<file path="src/hdl/sidq_pkg.sv">
`timescale 1ns / 1ps

package sidq_pkg;

  localparam int CAPACITY_DEFAULT = 16;
  localparam int VALUE_W          = 32;
  localparam int COUNT_W          = 5;
  localparam int STATUS_W         = 2;

  localparam logic OP_INSERT = 1'b0;
  localparam logic OP_DELETE = 1'b1;

  localparam logic [STATUS_W-1:0] ST_DONE = 2'd0;
  localparam logic [STATUS_W-1:0] ST_FULL = 2'd1;
  localparam logic [STATUS_W-1:0] ST_MISS = 2'd2;

  // shift commands broadcast to every cell
  typedef struct packed {
    logic ins;
    logic del;
  } shift_cmd_t;

endpackage

</file>
<file path="src/hdl/sidq_cell.sv">
`timescale 1ns / 1ps

module sidq_cell (
  input  logic                                    clk,
  input  sidq_pkg::shift_cmd_t                    cmd,
  input  logic                                    occ,
  input  logic signed [sidq_pkg::VALUE_W-1:0]     value,
  input  logic                                    left_lt,
  input  logic signed [sidq_pkg::VALUE_W-1:0]     left_data,
  input  logic signed [sidq_pkg::VALUE_W-1:0]     right_data,
  output logic                                    lt,
  output logic                                    eq,
  output logic signed [sidq_pkg::VALUE_W-1:0]     data
);

  logic signed [sidq_pkg::VALUE_W-1:0] data_r;
  logic signed [sidq_pkg::VALUE_W-1:0] data_nxt;

  assign lt   = occ && (data_r < value);
  assign eq   = occ && (data_r == value);
  assign data = data_r;

  always_comb begin
    data_nxt = data_r;
    if (cmd.ins && !lt) begin
      data_nxt = left_lt ? value : left_data;
    end else if (cmd.del && !lt) begin
      data_nxt = right_data;
    end
  end

  always_ff @(posedge clk) begin
    data_r <= data_nxt;
  end

endmodule

</file>
<file path="src/hdl/sorted_insert_delete_queue_core.sv">
`timescale 1ns / 1ps
// Sorted insert/delete queue.
// Holds up to CAPACITY signed 32-bit values in ascending order, duplicates
// allowed, in a row of cells that compare against the request value in
// parallel and shift one place left or right.
// Input channel: in_tuser = op (0 insert, 1 delete one copy), in_tdata = value.
// Output channel: one result per request: out_tuser[1:0] status (0 done,
// 1 full and insert dropped, 2 not found), [2] empty; out_tdata holds the
// count after the request and the smallest value held (0 when empty).
// The result is registered and valid in the cycle after acceptance.
// Throughput: one request per cycle while the receiver takes each result;
// the whole store updates in the cycle of acceptance, limited by the compare
// across all cells. Reset empties the store (count 0) and drops out_tvalid.
// When the receiver stalls, the held result stays and in_tready drops
// until it is taken; a result taken in the same cycle frees the slot.
module sorted_insert_delete_queue_core #(
  parameter int CAPACITY = sidq_pkg::CAPACITY_DEFAULT
) (
  input  logic        clk,
  input  logic        rst_n,
  input  logic        in_tvalid,
  output logic        in_tready,
  input  logic [31:0] in_tdata,   // [31:0] value
  input  logic        in_tuser,   // [0] op
  output logic        out_tvalid,
  input  logic        out_tready,
  output logic [39:0] out_tdata,  // [4:0] count, [36:5] smallest, [39:37] zero
  output logic [2:0]  out_tuser   // [1:0] status, [2] empty_res
);

  localparam int CW = $clog2(CAPACITY + 1);

  logic [CW-1:0] cnt_r, cnt_nxt;
  logic          out_valid_r;
  logic [sidq_pkg::STATUS_W-1:0] status_r, status_nxt;
  logic [sidq_pkg::COUNT_W-1:0]  count_r, count_nxt;
  logic signed [sidq_pkg::VALUE_W-1:0] small_r, small_nxt;
  logic          empty_r, empty_nxt;

  logic signed [sidq_pkg::VALUE_W-1:0] value;
  logic signed [sidq_pkg::VALUE_W-1:0] cell_data [CAPACITY+1];
  logic [CAPACITY:0]   cell_lt;
  logic [CAPACITY-1:0] cell_eq;
  logic [CAPACITY-1:0] occ;
  logic                accept, full, found, ins_ok, del_ok;
  sidq_pkg::shift_cmd_t cmd;

  assign value     = $signed(in_tdata);
  assign accept    = in_tvalid && in_tready;
  assign in_tready = !out_valid_r || out_tready;
  assign full      = (cnt_r == CW'(CAPACITY));
  assign found     = |cell_eq;
  assign ins_ok    = accept && (in_tuser == sidq_pkg::OP_INSERT) && !full;
  assign del_ok    = accept && (in_tuser == sidq_pkg::OP_DELETE) && found;
  assign cmd.ins   = ins_ok;
  assign cmd.del   = del_ok;

  // cell 0 treats its left side as smaller than the value; tail slot feeds zeros
  assign cell_lt[0]          = 1'b1;
  assign cell_data[CAPACITY] = '0;

  for (genvar i = 0; i < CAPACITY; i++) begin : g_cell
    logic signed [sidq_pkg::VALUE_W-1:0] left_d;
    assign occ[i]  = (cnt_r > CW'(i));
    if (i == 0) begin : g_first
      assign left_d = '0;
    end else begin : g_rest
      assign left_d = cell_data[i-1];
    end
    sidq_cell u_cell (
      .clk        (clk),
      .cmd        (cmd),
      .occ        (occ[i]),
      .value      (value),
      .left_lt    (cell_lt[i]),
      .left_data  (left_d),
      .right_data (cell_data[i+1]),
      .lt         (cell_lt[i+1]),
      .eq         (cell_eq[i]),
      .data       (cell_data[i])
    );
  end

  always_comb begin
    cnt_nxt = cnt_r;
    if (ins_ok) begin
      cnt_nxt = cnt_r + CW'(1);
    end else if (del_ok) begin
      cnt_nxt = cnt_r - CW'(1);
    end
  end

  always_comb begin
    priority if (ins_ok) begin
      status_nxt = sidq_pkg::ST_DONE;
      small_nxt  = cell_lt[1] ? cell_data[0] : value;
    end else if (del_ok) begin
      status_nxt = sidq_pkg::ST_DONE;
      small_nxt  = cell_lt[1] ? cell_data[0] : cell_data[1];
    end else if (in_tuser == sidq_pkg::OP_INSERT) begin
      status_nxt = sidq_pkg::ST_FULL;
      small_nxt  = cell_data[0];
    end else begin
      status_nxt = sidq_pkg::ST_MISS;
      small_nxt  = cell_data[0];
    end
    empty_nxt = (cnt_nxt == '0);
    if (empty_nxt) begin
      small_nxt = '0;
    end
    count_nxt = sidq_pkg::COUNT_W'(cnt_nxt);
  end

  always_ff @(posedge clk) begin
    if (!rst_n) begin
      cnt_r       <= '0;
      out_valid_r <= 1'b0;
    end else begin
      cnt_r <= cnt_nxt;
      if (accept) begin
        out_valid_r <= 1'b1;
      end else if (out_tready) begin
        out_valid_r <= 1'b0;
      end
    end
  end

  always_ff @(posedge clk) begin
    if (accept) begin
      status_r <= status_nxt;
      count_r  <= count_nxt;
      small_r  <= small_nxt;
      empty_r  <= empty_nxt;
    end
  end

  assign out_tvalid = out_valid_r;
  assign out_tdata  = {3'b000, small_r, count_r};
  assign out_tuser  = {empty_r, status_r};

  a_cnt_bound: assert property (@(posedge clk) disable iff (!rst_n)
    cnt_r <= CW'(CAPACITY))
    else $error("fill count beyond capacity");

  a_ins_grow: assert property (@(posedge clk) disable iff (!rst_n)
    (accept && (in_tuser == sidq_pkg::OP_INSERT) && !full) |=>
      (cnt_r == $past(cnt_r) + CW'(1)) && (status_r == sidq_pkg::ST_DONE))
    else $error("insert did not grow the store");

  a_miss_hold: assert property (@(posedge clk) disable iff (!rst_n)
    (accept && (in_tuser == sidq_pkg::OP_DELETE) && !found) |=>
      (cnt_r == $past(cnt_r)) && (status_r == sidq_pkg::ST_MISS))
    else $error("failed delete changed the store");

  a_result: assert property (@(posedge clk) disable iff (!rst_n)
    accept |=> out_tvalid)
    else $error("accepted request without result");

endmodule

</file>
<file path="config.mk">
export PLATFORM = sky130hd
export DESIGN_NAME = sorted_insert_delete_queue_core
export DESIGN_NICKNAME = d
export VERILOG_FILES = /design/src/hdl/sidq_pkg.sv /design/src/hdl/sidq_cell.sv /design/src/hdl/sorted_insert_delete_queue_core.sv
export SDC_FILE = /design/constraint.sdc
export NUM_CORES = 2
export LEC_CHECK = 0
export BUFFER_PORTS_ARGS = -buffer_cell sky130_fd_sc_hd__buf_4
export CORE_MARGIN = 4
export CORE_UTILIZATION = 30
export CTS_CLUSTER_DIAMETER = 50
export CTS_CLUSTER_SIZE = 25
export DETAILED_ROUTE_END_ITERATION = 7
export PLACE_DENSITY_LB_ADDON = 0.08
export SYNTH_ARGS = -nofsm -noshare
export SYNTH_HDL_FRONTEND = slang
export SYNTH_SLANG_ARGS = --single-unit
</file>
<file path="constraint.sdc">
create_clock -name clk -period 11.4 [get_ports clk]
set_input_delay 0.57 -clock clk [delete_from_list [all_inputs] [get_ports clk]]
set_output_delay 0.57 -clock clk [all_outputs]
set_load 0.02 [all_outputs]
</file>
==> flow_metrics.tcl <==
set metrics [dict create \
    viasPerCell 5.53 \
    netlist_instances 3889 \
    r2r_start "cnt_r[3]" \
    cts_buffers 103 \
    critPathLaunch "in_tdata[29]" \
    synth-seq-cells 558 \
    crit_fanout 37 \
    cts_resized 0 \
    final_cell_mix "a21oi_1, edfxtp_1, ha_1, mux2i_1, o21ai_0" \
    fmax_mhz 179 \
    cts_sinks 558 \
    synth_edf_count 552 \
    hold_viol 0 \
    status "completed" \
    grt_max_degree 141 \
    setup_tns_ps 0 \
    antenna_found_initial 2 \
    drc 0 \
    vias 31755 \
    multi_input_area_mm2 0.0229 \
    areaGrowthSynthToFinish_pct 15.0 \
    portBuffers 78 \
    finalSetupViolations 0 \
    slowest_stage "and2_2" \
    io_pins 82 \
    endpoint_kind "flip-flop" \
    start_util 0.302 \
    fin_crit_ps 5590 \
    crit_chain "buf_4, inv_1, ha_1, nand4_1, nor4_1, nand4_1, nand4_1, o41ai_4, buf_4, nand2_2, buf_4, and2_2" \
    synth_seq_area_share 0.409 \
    grt_pass1_vias 32007 \
    final_common_cell "a21oi_1" \
    drv_cap 0 \
    skew_ps 26.8 \
    power_density_mw_per_mm2 149 \
    synthesis.area_mm2 0.0408 \
    root_buffer "clkbuf_16" \
    grt_usage 0.215 \
    post-place-cells 5544 \
    firstDrtPassIters 6 \
    gp_congestion 0.905 \
    wl_um 156000 \
    r2r_slack_ps 5900 \
    wl_per_cell_um 27.2 \
    cp-start-kind "primary input" \
    tritoncts "yes" \
    min_period_over_period 0.490 \
    cp_data_required_time_ps 11710 \
    die-height_um 377 \
    grt_overflow_total 0 \
    critPathKind "in2reg" \
    use_met2 0.360 \
    async_flop_share 0 \
    yosys_warnings 0 \
    hold_path.class "in2reg" \
    max_slew.worst_pin.slew_ps 1250 \
    dieArea_mm2 0.142 \
    synth_ff_type "edfxtp_1" \
    drt_iter0_markers 2108 \
    cts_buffer_depth 3 \
    design.core.area_mm2 0.135 \
    min_from "in_tvalid" \
    hold_buffers 0 \
    cts_setup_buffers 0 \
    syn_area_per_cell_um2 10.5 \
    grt_pass1_wl_um 228000 \
    fin_cells 5740 \
    final_antenna_net_count 0 \
    worstSkewPairLatency_ps 710 \
    rows 135 \
    ir_drop_mv 0.104 \
    clkTransAtPathRegs_ps 60 \
    rsz0062_at_grt "false" \
    drive_gt1_frac 0.122 \
    dp_hpwl_um 115000 \
    finalNetCount 4423 \
    die_x_um 377 \
    met3_usage 0.0266 \
    fillerInstances 13573 \
    grt_busiest_layer "met2" \
    leakage_nw 19.9 \
    htree_levels 3 \
    crit_path_max_incr_delay_ps 900 \
    drv_slew 0 \
    slew_headroom 0.159 \
    final-seq-area_mm2 0.0167 \
    grt_use_met1 0.291 \
    cp_data_arrival_time_ps 5900 \
    ys_types 68 \
]
## power by group
part / switching (mW) / total [mW] / internal (mW)
Combinational: 0.755 / 1.19 / 0.437
Sequential: 0.127 / 2.58 / 2.45
Clock: 1.24 / 3.22 / 1.98
## registers in the layout, summed over array words and instances (netlist names)
signal and flops:
cnt_r 5, out_tvalid 1, g_cell.u_cell.data 512, empty_r 1, status_r 2, count_r 5, small_r 32
## stage by stage
step / hold slack, ps / power [mW] / setup slack [ps] / instance area, um^2 / utilization
finish: 149 / 6.99 / 5810 / 46900 / 0.347
global placement: 574 / 3.81 / 5150 / 43400 / 0.321
detailed placement: 581 / 3.82 / 5150 / 43400 / 0.321
global route: 140 / 7.30 / 5650 / 46900 / 0.347
floorplan: 544 / 3.36 / 6750 / 40800 / -
CTS: 93.6 / 7.08 / 5900 / 46900 / 0.347
## cells by family after synthesis
kind of cell,synth area share
muxes,0.130
xor gates and xnor gates,0.000644
and+or+nand+nor,0.0743
adders and majority gates,0.159
AOI/OAI and AO/OA,0.192
other,0.0000919
DFF,0.409
buffers and inverters,0.0347
## Yosys cell counts (6+ instances only)
master	count	area [um^2]
nor2_1	125	469
nor2b_1	38	238
buf_2	18	90.1
nand4_1	134	838
o21a_1	32	240
ha_1	518	6480
o21ai_0	327	1640
nand4b_1	6	52.6
o22ai_1	32	200
mux2_2	96	1080
nor4_1	25	156
nand2b_1	17	106
nor3_1	16	80.1
and2_1	25	156
inv_1	71	267
mux2i_1	422	4220
buf_1	31	116
o211ai_1	7	52.6
a21oi_1	571	2860
a211oi_1	42	315
o2111ai_1	11	96.3
nand3_1	65	325
dfxtp_1	6	120
clkbuf_1	243	912
or3_1	7	43.8
a21o_1	202	1520
edfxtp_1	552	16600
and4_1	6	52.6
nand2_1	93	349
a31oi_1	67	419
## per-layer routing
| metal | wire length (um) | part of all wire |
|---|---|---|
| met1 | 71500 | 0.46 |
| met2 | 73600 | 0.47 |
| met3 | 6640 | 0.043 |
| met4 | 4280 | 0.027 |
| met5 | 13 | 0.000083 |
## worst paths after layout
kind,cells after the start,to
worst max register to register,9,g_cell[1].u_cell.data[29]
worst min-delay path,3,out_tvalid
worst min register to register,2,g_cell[2].u_cell.data[7]
worst max-delay path,12,g_cell[1].u_cell.data[29]
## worst max-delay path: cells and delay by family
family | cells | cell delay, ps
adder cells (fa/ha/maj) | 1 | 540
buffers and inverters | 4 | 1540
AO/OA/AOI/OAI | 1 | 100
AND/OR/NAND/NOR | 6 | 3020
## layout make-up
type / instances / share of cell area
Multi-Input combinational cell: 2966 / 0.488
Sequential cell: 558 / 0.356
Clock buffer: 112 / 0.0563
Tap cell: 1781 / 0.0475
Timing Repair Buffer: 168 / 0.0271
Clock inverter: 82 / 0.0194
Inverter: 71 / 0.00568
Antenna cell: 2 / 0.000107
No activity file was read; power rests on OpenSTA's default activity.
